`src/rtl/hires_ntsc_artifact_color_defines.svh`:
```
// ----------------------------------------------------------------------------
// Hi-res artifact color decoder: assertion macros
// Shared concurrent assertion forms, clocked and disabled during reset.
// ----------------------------------------------------------------------------
`ifndef HIRES_NTSC_ARTIFACT_COLOR_DEFINES_SVH
`define HIRES_NTSC_ARTIFACT_COLOR_DEFINES_SVH

// Check that cons holds in the same cycle as ante.
`define HNAC_ASSERT_IMP(label, clk, rst_n, ante, cons, msg) \
    label: assert property (@(posedge clk) disable iff (!rst_n) (ante) |-> (cons)) \
        else $error(msg);

// Check that cons holds in the cycle after ante.
`define HNAC_ASSERT_NXT(label, clk, rst_n, ante, cons, msg) \
    label: assert property (@(posedge clk) disable iff (!rst_n) (ante) |=> (cons)) \
        else $error(msg);

`endif

```
`src/rtl/hnac_pkg.sv`:
```
// ----------------------------------------------------------------------------
// Hi-res artifact color decoder: package
// Widths, stream positions, slot type and the bit stream helpers.
// ----------------------------------------------------------------------------
package hnac_pkg;

    localparam int COL_W    = 6;
    localparam int X_W      = 10;
    localparam int COLOR_W  = 4;
    localparam int BYTE_W   = 8;
    localparam int STREAM_W = 24;
    localparam int R_W      = 5;

    localparam logic [R_W-1:0] R_FIRST          = 5'd3;
    localparam logic [R_W-1:0] R_END_COLOR      = 5'd13;
    localparam logic [R_W-1:0] R_END_COLOR_LAST = 5'd20;
    localparam logic [R_W-1:0] R_END_MONO       = 5'd16;
    localparam logic [R_W-1:0] R_END_MONO_LAST  = 5'd17;

    localparam logic [X_W-1:0] X_PER_BYTE = 10'd14;
    localparam logic [X_W-1:0] X_LEAD     = 10'd3;

    localparam logic [COLOR_W-1:0] COLOR_BLACK = 4'd0;
    localparam logic [COLOR_W-1:0] COLOR_WHITE = 4'd15;

    typedef enum logic
    {
        MODE_COLOR = 1'b0,
        MODE_MONO  = 1'b1
    } mode_t;

    typedef struct packed
    {
        logic                valid;
        mode_t               mode;
        logic                last_byte;
        logic [STREAM_W-1:0] stream;
        logic [X_W-1:0]      x_start;
        logic [R_W-1:0]      r_start;
        logic [R_W-1:0]      r_end;
    } slot_t;

    // Bit i of the result is stream position 14*col - 3 + i.
    function automatic logic [STREAM_W-1:0] build_stream(
        input logic [BYTE_W-1:0] data,
        input logic [2:0]        pend,
        input logic              prev
    );
        logic [STREAM_W-1:0] s;
        s      = '0;
        s[2:0] = pend;
        if (data[7])
        begin
            s[3] = prev;
            for (int i = 0; i < 6; i++)
            begin
                s[4 + 2*i] = data[i];
                s[5 + 2*i] = data[i];
            end
            s[16] = data[6];
        end
        else
        begin
            for (int i = 0; i < 6; i++)
            begin
                s[3 + 2*i] = data[i];
                s[4 + 2*i] = data[i];
            end
            s[15] = data[6];
            s[16] = data[6];
        end
        return s;
    endfunction

    function automatic logic [COLOR_W-1:0] rotr4(
        input logic [COLOR_W-1:0] v,
        input logic [1:0]         n
    );
        logic [2*COLOR_W-1:0] d;
        d = {v, v} >> n;
        return d[COLOR_W-1:0];
    endfunction

endpackage

```
`src/rtl/hnac_byte_if.sv`:
```
// ----------------------------------------------------------------------------
// Hi-res artifact color decoder: screen byte channel
// Valid/ready channel carrying one screen byte per beat.
// ----------------------------------------------------------------------------
interface hnac_byte_if;
    import hnac_pkg::*;

    logic              valid;
    logic              ready;
    logic [BYTE_W-1:0] video_byte;

    modport source
    (
        output valid,
        output video_byte,
        input  ready
    );

    modport sink
    (
        input  valid,
        input  video_byte,
        output ready
    );
endinterface

```
`src/rtl/hnac_pixel_if.sv`:
```
// ----------------------------------------------------------------------------
// Hi-res artifact color decoder: pixel channel
// Valid/ready channel carrying one pixel per beat.
// ----------------------------------------------------------------------------
interface hnac_pixel_if;
    import hnac_pkg::*;

    logic               valid;
    logic               ready;
    logic [COLOR_W-1:0] pixel_color;
    logic [X_W-1:0]     pixel_x;
    logic               last;
    logic               line_done;

    modport source
    (
        output valid,
        output pixel_color,
        output pixel_x,
        output last,
        output line_done,
        input  ready
    );

    modport sink
    (
        input  valid,
        input  pixel_color,
        input  pixel_x,
        input  last,
        input  line_done,
        output ready
    );
endinterface

```
`src/rtl/hires_ntsc_artifact_color.sv`:
```
// ----------------------------------------------------------------------------
// Hi-res artifact color decoder: top level
// Path: byte beat -> slot register -> output register. Throughput: one pixel
//   per cycle while the sink is ready and bytes keep coming; a byte gives 11
//   (first), 14 (middle) or 21 (last) pixels in color, 14 or 15 in mono.
// Reset: column, carried bits and mode clear at once; no clearing pass.
// ----------------------------------------------------------------------------
module hires_ntsc_artifact_color #(
    parameter int BYTES_PER_LINE = 40
) (
    input  logic         clk,
    input  logic         rst_n,
    input  logic         cfg_we,
    input  logic         cfg_wdata,
    hnac_byte_if.sink    bytes,
    hnac_pixel_if.source pixels
);
    import hnac_pkg::*;

    slot_t slot;
    logic  load;
    logic  done;

    hnac_loader #(
        .BYTES_PER_LINE(BYTES_PER_LINE)
    ) u_loader (
        .clk       (clk),
        .rst_n     (rst_n),
        .cfg_we    (cfg_we),
        .cfg_wdata (cfg_wdata),
        .bytes     (bytes),
        .done      (done),
        .slot      (slot),
        .load      (load)
    );

    hnac_emitter u_emitter (
        .clk    (clk),
        .rst_n  (rst_n),
        .slot   (slot),
        .load   (load),
        .done   (done),
        .pixels (pixels)
    );

endmodule

```
`src/rtl/hnac_loader.sv`:
```
// ----------------------------------------------------------------------------
// Hi-res artifact color decoder: byte loader
// Tracks the column and carried bits, expands each byte into its bit stream
// and holds it in the slot register while its pixels go out.
// ----------------------------------------------------------------------------
`include "hires_ntsc_artifact_color_defines.svh"

module hnac_loader #(
    parameter int BYTES_PER_LINE = 40
) (
    input  logic           clk,
    input  logic           rst_n,
    input  logic           cfg_we,
    input  logic           cfg_wdata,
    hnac_byte_if.sink      bytes,
    input  logic           done,
    output hnac_pkg::slot_t slot,
    output logic           load
);
    import hnac_pkg::*;

    localparam logic [COL_W-1:0] LAST_COL = COL_W'(BYTES_PER_LINE - 1);

    mode_t               mode_reg;
    logic [COL_W-1:0]    col_reg;
    logic [COL_W-1:0]    col_next;
    logic                prev6_reg;
    logic [2:0]          pend_reg;
    slot_t               slot_reg;
    slot_t               slot_next;
    logic                first;
    logic                last_byte;
    logic [STREAM_W-1:0] stream_next;
    logic [X_W-1:0]      base;
    logic                from_lead;

    assign first       = (col_reg == '0);
    assign last_byte   = (col_reg >= LAST_COL);
    assign stream_next = build_stream(bytes.video_byte,
                                      first ? 3'b000 : pend_reg,
                                      first ? 1'b0 : prev6_reg);
    assign base        = X_W'(col_reg) * X_PER_BYTE;
    assign from_lead   = (mode_reg == MODE_MONO) || first;
    assign col_next    = last_byte ? '0 : col_reg + COL_W'(1);

    assign bytes.ready = !slot_reg.valid || done;
    assign load        = bytes.valid && bytes.ready;
    assign slot        = slot_reg;

    always_comb
    begin
        slot_next = slot_reg;
        if (done)
        begin
            slot_next.valid = 1'b0;
        end
        if (load)
        begin
            slot_next.valid     = 1'b1;
            slot_next.mode      = mode_reg;
            slot_next.last_byte = last_byte;
            slot_next.stream    = stream_next;
            slot_next.x_start   = from_lead ? base : base - X_LEAD;
            slot_next.r_start   = from_lead ? R_FIRST : '0;
            case (mode_reg)
                MODE_MONO:  slot_next.r_end = last_byte ? R_END_MONO_LAST : R_END_MONO;
                MODE_COLOR: slot_next.r_end = last_byte ? R_END_COLOR_LAST : R_END_COLOR;
                default:    slot_next.r_end = R_END_COLOR;
            endcase
        end
    end

    always_ff @(posedge clk or negedge rst_n)
    begin
        if (!rst_n)
        begin
            mode_reg  <= MODE_COLOR;
            col_reg   <= '0;
            prev6_reg <= 1'b0;
            pend_reg  <= '0;
            slot_reg  <= '0;
        end
        else
        begin
            if (cfg_we)
            begin
                mode_reg <= mode_t'(cfg_wdata);
            end
            if (load)
            begin
                col_reg   <= col_next;
                prev6_reg <= bytes.video_byte[6];
                pend_reg  <= stream_next[16:14];
            end
            slot_reg <= slot_next;
        end
    end

    `HNAC_ASSERT_IMP(a_load_only_when_free, clk, rst_n,
        load && slot_reg.valid, done, "byte taken over an unfinished slot")
    `HNAC_ASSERT_IMP(a_col_in_line, clk, rst_n,
        1'b1, col_reg <= LAST_COL, "column beyond end of line")
    `HNAC_ASSERT_NXT(a_line_wraps, clk, rst_n,
        load && last_byte, col_reg == '0, "column did not wrap after last byte")

endmodule

```
`src/rtl/hnac_emitter.sv`:
```
// ----------------------------------------------------------------------------
// Hi-res artifact color decoder: pixel emitter
// Walks the slot's stream one position per beat, forms the color window
// and drives the pixel output register.
// ----------------------------------------------------------------------------
`include "hires_ntsc_artifact_color_defines.svh"

module hnac_emitter (
    input  logic            clk,
    input  logic            rst_n,
    input  hnac_pkg::slot_t slot,
    input  logic            load,
    output logic            done,
    hnac_pixel_if.source    pixels
);
    import hnac_pkg::*;

    logic [R_W-1:0]      k_reg;
    logic [R_W-1:0]      k_next;
    logic                out_valid_reg;
    logic [COLOR_W-1:0]  color_reg;
    logic [X_W-1:0]      x_reg;
    logic                last_reg;
    logic                line_done_reg;
    logic                advance;
    logic [R_W-1:0]      r;
    logic [X_W-1:0]      x;
    logic                at_end;
    logic [STREAM_W-1:0] shifted;
    logic [COLOR_W-1:0]  win;
    logic [COLOR_W-1:0]  color;

    assign advance = !out_valid_reg || pixels.ready;
    assign r       = slot.r_start + k_reg;
    assign x       = slot.x_start + X_W'(k_reg);
    assign at_end  = (r == slot.r_end);
    assign done    = slot.valid && advance && at_end;
    assign shifted = slot.stream >> r;
    assign win     = {shifted[0], shifted[1], shifted[2], shifted[3]};

    always_comb
    begin
        case (slot.mode)
            MODE_MONO:  color = shifted[0] ? COLOR_WHITE : COLOR_BLACK;
            MODE_COLOR: color = rotr4(win, x[1:0]);
            default:    color = COLOR_BLACK;
        endcase
    end

    always_comb
    begin
        k_next = k_reg;
        if (load)
        begin
            k_next = '0;
        end
        else if (slot.valid && advance)
        begin
            k_next = k_reg + R_W'(1);
        end
    end

    always_ff @(posedge clk or negedge rst_n)
    begin
        if (!rst_n)
        begin
            k_reg         <= '0;
            out_valid_reg <= 1'b0;
        end
        else
        begin
            k_reg <= k_next;
            if (advance)
            begin
                out_valid_reg <= slot.valid;
            end
        end
    end

    always_ff @(posedge clk)
    begin
        if (advance && slot.valid)
        begin
            color_reg     <= color;
            x_reg         <= x;
            last_reg      <= at_end;
            line_done_reg <= at_end && slot.last_byte;
        end
    end

    assign pixels.valid       = out_valid_reg;
    assign pixels.pixel_color = color_reg;
    assign pixels.pixel_x     = x_reg;
    assign pixels.last        = last_reg;
    assign pixels.line_done   = line_done_reg;

    `HNAC_ASSERT_IMP(a_cursor_in_range, clk, rst_n,
        slot.valid, r <= slot.r_end, "stream cursor past end of byte")
    `HNAC_ASSERT_IMP(a_line_done_is_last, clk, rst_n,
        out_valid_reg && line_done_reg, last_reg, "line end not on last pixel of byte")

endmodule

```
`src/flat_wrapper.sv`:
```
// flat-port wrapper written by rule: the top's interface ports become plain ports
module hires_ntsc_artifact_color_flat import hnac_pkg::*;
#(
    parameter int BYTES_PER_LINE = 40
)
  (clk, rst_n, cfg_we, cfg_wdata, bytes_valid, bytes_video_byte, bytes_ready, pixels_valid, pixels_pixel_color, pixels_pixel_x, pixels_last, pixels_line_done, pixels_ready);
  hnac_byte_if bytes_i ();
  hnac_pixel_if pixels_i ();
  input  logic clk;
  input  logic rst_n;
  input  logic cfg_we;
  input  logic cfg_wdata;
  input wire logic [$bits(bytes_i.valid)-1:0] bytes_valid;
  input wire logic [$bits(bytes_i.video_byte)-1:0] bytes_video_byte;
  output wire logic [$bits(bytes_i.ready)-1:0] bytes_ready;
  output wire logic [$bits(pixels_i.valid)-1:0] pixels_valid;
  output wire logic [$bits(pixels_i.pixel_color)-1:0] pixels_pixel_color;
  output wire logic [$bits(pixels_i.pixel_x)-1:0] pixels_pixel_x;
  output wire logic [$bits(pixels_i.last)-1:0] pixels_last;
  output wire logic [$bits(pixels_i.line_done)-1:0] pixels_line_done;
  input wire logic [$bits(pixels_i.ready)-1:0] pixels_ready;
  assign bytes_i.valid = bytes_valid;
  assign bytes_i.video_byte = bytes_video_byte;
  assign bytes_ready = bytes_i.ready;
  assign pixels_valid = pixels_i.valid;
  assign pixels_pixel_color = pixels_i.pixel_color;
  assign pixels_pixel_x = pixels_i.pixel_x;
  assign pixels_last = pixels_i.last;
  assign pixels_line_done = pixels_i.line_done;
  assign pixels_i.ready = pixels_ready;
  hires_ntsc_artifact_color #(.BYTES_PER_LINE(BYTES_PER_LINE)) u_core (.clk(clk), .rst_n(rst_n), .cfg_we(cfg_we), .cfg_wdata(cfg_wdata), .bytes(bytes_i), .pixels(pixels_i));
endmodule
```
`config.mk`:
```
export PLATFORM = sky130hd
export DESIGN_NAME = hires_ntsc_artifact_color_flat
export DESIGN_NICKNAME = d
export VERILOG_FILES = /design/src/rtl/hnac_pkg.sv /design/src/rtl/hnac_byte_if.sv /design/src/rtl/hnac_pixel_if.sv /design/src/rtl/hires_ntsc_artifact_color.sv /design/src/rtl/hnac_loader.sv /design/src/rtl/hnac_emitter.sv /design/src/flat_wrapper.sv
export VERILOG_INCLUDE_DIRS = /design/src /design/src/rtl
export SDC_FILE = /design/constraint.sdc
export NUM_CORES = 1
export LEC_CHECK = 0
export ABC_AREA = 1
export BUFFER_PORTS_ARGS = -buffer_cell sky130_fd_sc_hd__buf_4
export CORE_ASPECT_RATIO = 1.75
export CORE_MARGIN = 4
export CORE_UTILIZATION = 60
export DETAILED_ROUTE_END_ITERATION = 12
export GPL_TIMING_DRIVEN = 0
export PLACE_DENSITY = 0.78
export SLEW_MARGIN = 40
export SYNTH_ARGS = -nofsm -noshare
export SYNTH_HDL_FRONTEND = slang
export SYNTH_SLANG_ARGS = --single-unit
```
`constraint.sdc`:
```
create_clock -name clk -period 6.9 [get_ports clk]
set_clock_uncertainty 0.2 [all_clocks]
set_input_delay 1.38 -clock clk [delete_from_list [all_inputs] [get_ports clk]]
set_output_delay 1.38 -clock clk [all_outputs]
set_load 0.01 [all_outputs]
```
==> results.cfg <==
[status]
status = finished clean

[sta]
worst_pin_slew_ns = 0.687
setup_viol = 0
hold_violations = 0
finalMaxSlewViolations = 0
max_slew_margin = 0.540
setup-tns-final_ns = 0
fin_crit_sh = 0.619
post-route-min-period_ns = 4.27
rsz0062_at_grt = false
fmax_mhz = 234

[floorplanning]
fp.dieW_um = 71.7
core_area_um2 = 6910
start_util = 0.617
dieArea_um2 = 8570
ioPinCount = 32
die_y_um = 120
row_count = 40

[worst_hold_path]
hp-class = reg2reg
holdPathStages = 1
holdPathEnd = u_core.u_loader.slot[2]
min_from = u_core.u_loader.mode_reg

[clock_tree]
cts.sinks = 64
clkSlewWorstSetupHoldPaths_ns = 0.06
ctsHtreeMaxLevel = 3
cts_tree = built
clock_path_buffers = 2
postCtsHoldBufs = 0
clock_latency_ns = 0.33
cts_buffers = 9
cts_root_buffer = clkbuf_16
post_cts_buffers = 0
cts_resized = 0

[logic_synthesis]
avgSynthCellArea_um2 = 8.17
mappedNetlistArea_um2 = 4260
synthCells = 522
synth_top_area_frac = 0.282
yosys_warnings = 0
syn_nets = 569
yosysSeqAreaShare = 0.394
synth_area_leaders = dfrtp_1 (28%), nand2_1 (16%), edfxtp_1 (11%), nand3_1 (7.9%), ha_1 (7.3%)
async_flop_share = 0.750
synth_top_area_cell = dfrtp_1
synthFlopType = dfrtp_1
synth_cell_types = 28
synth_seq_cells = 64
synth_edf_count = 16

[critical_path]
rr_endpoint = u_core.u_emitter.pixels.pixel_color[2]
arrival_ns = 2.69
critical-path-max-stage-delay_ns = 0.47
cpLargestDelayFamily = adder cells
r2r-start = u_core.u_emitter.k_reg[0]
critPathMaxFanout = 8
rrSetupSlack_ns = 3.71
worst_path_max_delay_cell = fa_1
ff2ff_path_depth = 14
worstSetupEndpointType = output pin
cp-start-kind = flip-flop
crit_type = reg2out
critPathRequiredTime_ns = 5.32
crit_chain = ha_1, fa_1, buf_2, clkinv_1, o21ai_0, a21oi_1, nand2_1, inv_1, nand4_1, nand2_2, buf_4
cp.buffers_inverters = 4

[grt]
grt_pass1_wl_um = 17200
grt_use_met3 = 0.0427
busiest_layer = met2
grt_use_total = 0.260
grt_use_met2 = 0.483
use_met1 = 0.266
antenna_found_initial = 0
grt_max_degree = 49
grt_pass1_vias = 3736
grt-ovfl-total = 0

[pwr]
power_leakage_nw = 2.53
ir_drop_mv = 0.338
pwr_density_cell_nw_per_um2 = 610
finalPower_mw = 3.01

[finish]
largest_register_ffs = 32
drive_above_1_share = 0.163
nFillCells = 575
area_growth_pct = 15.8
insertedDiodeCount = 0
layout.nets = 611

[place]
hpwl_um = 7670
globalplace.congestion = 0.908
io_buffers = 31

[drt]
drtIter0Drc = 214
dr_total_vias = 3666
vias_per_cell = 5.61
drt_wl_total_um = 10100
drc = 0
avgRoutedWirePerCell_um = 15.5
antenna_left = 0
dr.pass1.iters = 4

[run]
maxCapViolCount = 0
per-layer routing:
metal  part of all wire  wire length (um)
met4              0.036               364
met2               0.57              5790
met3              0.028               282
met5                  0                 0
met1               0.36              3680
worst max-delay path by stage:
stage	from	end	slack, ns	cells past startpoint
CTS	u_core.u_emitter.k_reg[0]	bytes_ready	2.65	11
global route	u_core.u_emitter.k_reg[0]	bytes_ready	2.49	11
global placement	u_core.u_emitter.k_reg[0]	bytes_ready	3.03	11
detailed placement	u_core.u_emitter.k_reg[0]	bytes_ready	3.02	11
finish	u_core.u_emitter.k_reg[0]	bytes_ready	2.63	11
floorplan	u_core.u_emitter.k_reg[0]	bytes_ready	3.48	10
cell usage after synthesis, types with 7 or more instances:
cell type and n:
a21oi_1 9, nand3_1 67, edfxtp_1 16, nand2_1 186, inv_1 41, nor2_1 18
o21ai_2 29, ha_1 25, buf_6 8, nand4_1 7, xor2_1 17, xnor2_1 8
dfrtp_1 48, o21ai_0 12, fa_1 8
area by class of cell:
class / instances / area, um^2 / area share
Multi-Input combinational cell: 398 / 2290 / 0.464
Sequential cell: 64 / 1680 / 0.340
Clock buffer: 11 / 233 / 0.0471
Timing Repair Buffer: 31 / 233 / 0.0471
Inverter: 44 / 165 / 0.0334
Buffer: 16 / 128 / 0.0258
Clock inverter: 5 / 105 / 0.0213
Tap cell: 84 / 105 / 0.0213
cells in the final DEF, fill, tap and decap left out, drive strengths merged:
cell	instances
a21o	1
a21oi	9
a31oi	1
buf	43
bufinv	3
clkbuf	15
clkinv	2
clkinvlp	2
dfrtp	48
edfxtp	16
fa	8
ha	25
inv	42
nand2	190
nand3	67
nand3b	3
nand4	7
nor2	18
nor3	1
o21ai	41
or2	1
xnor2	9
xor2	17
report_power, final:
group	internal (mW)	switching, mW	total (mW)
Clock	0.353	0.165	0.518
Sequential	0.591	0.158	0.749
Combinational	0.652	1.09	1.74
logic make-up (layout without fill, tap and decap cells):
group	Yosys count	after routing	share of synthesized area
fa+ha+maj	33	33	0.111
simple gates	287	287	0.283
xor+xnor	26	26	0.0552
compound gates	52	52	0.0874
buf+inv	60	107	0.0687
flops	64	64	0.394
stage by stage:
step / hold WS (ns) / area [um^2] / worst slack, ns / utilization / instances
after floorplan: 0.236 / 4260 / 3.48 / - / 522
after global placement: 0.244 / 4600 / 3.03 / 0.666 / 637
after detailed placement: 0.266 / 4600 / 3.02 / 0.666 / 637
after CTS: 0.284 / 4940 / 2.65 / 0.715 / 653
after global routing: 0.308 / 4940 / 2.49 / 0.715 / 653
final: 0.288 / 4940 / 2.63 / 0.715 / 653
Note: power is estimated with default switching activity, not from simulation.
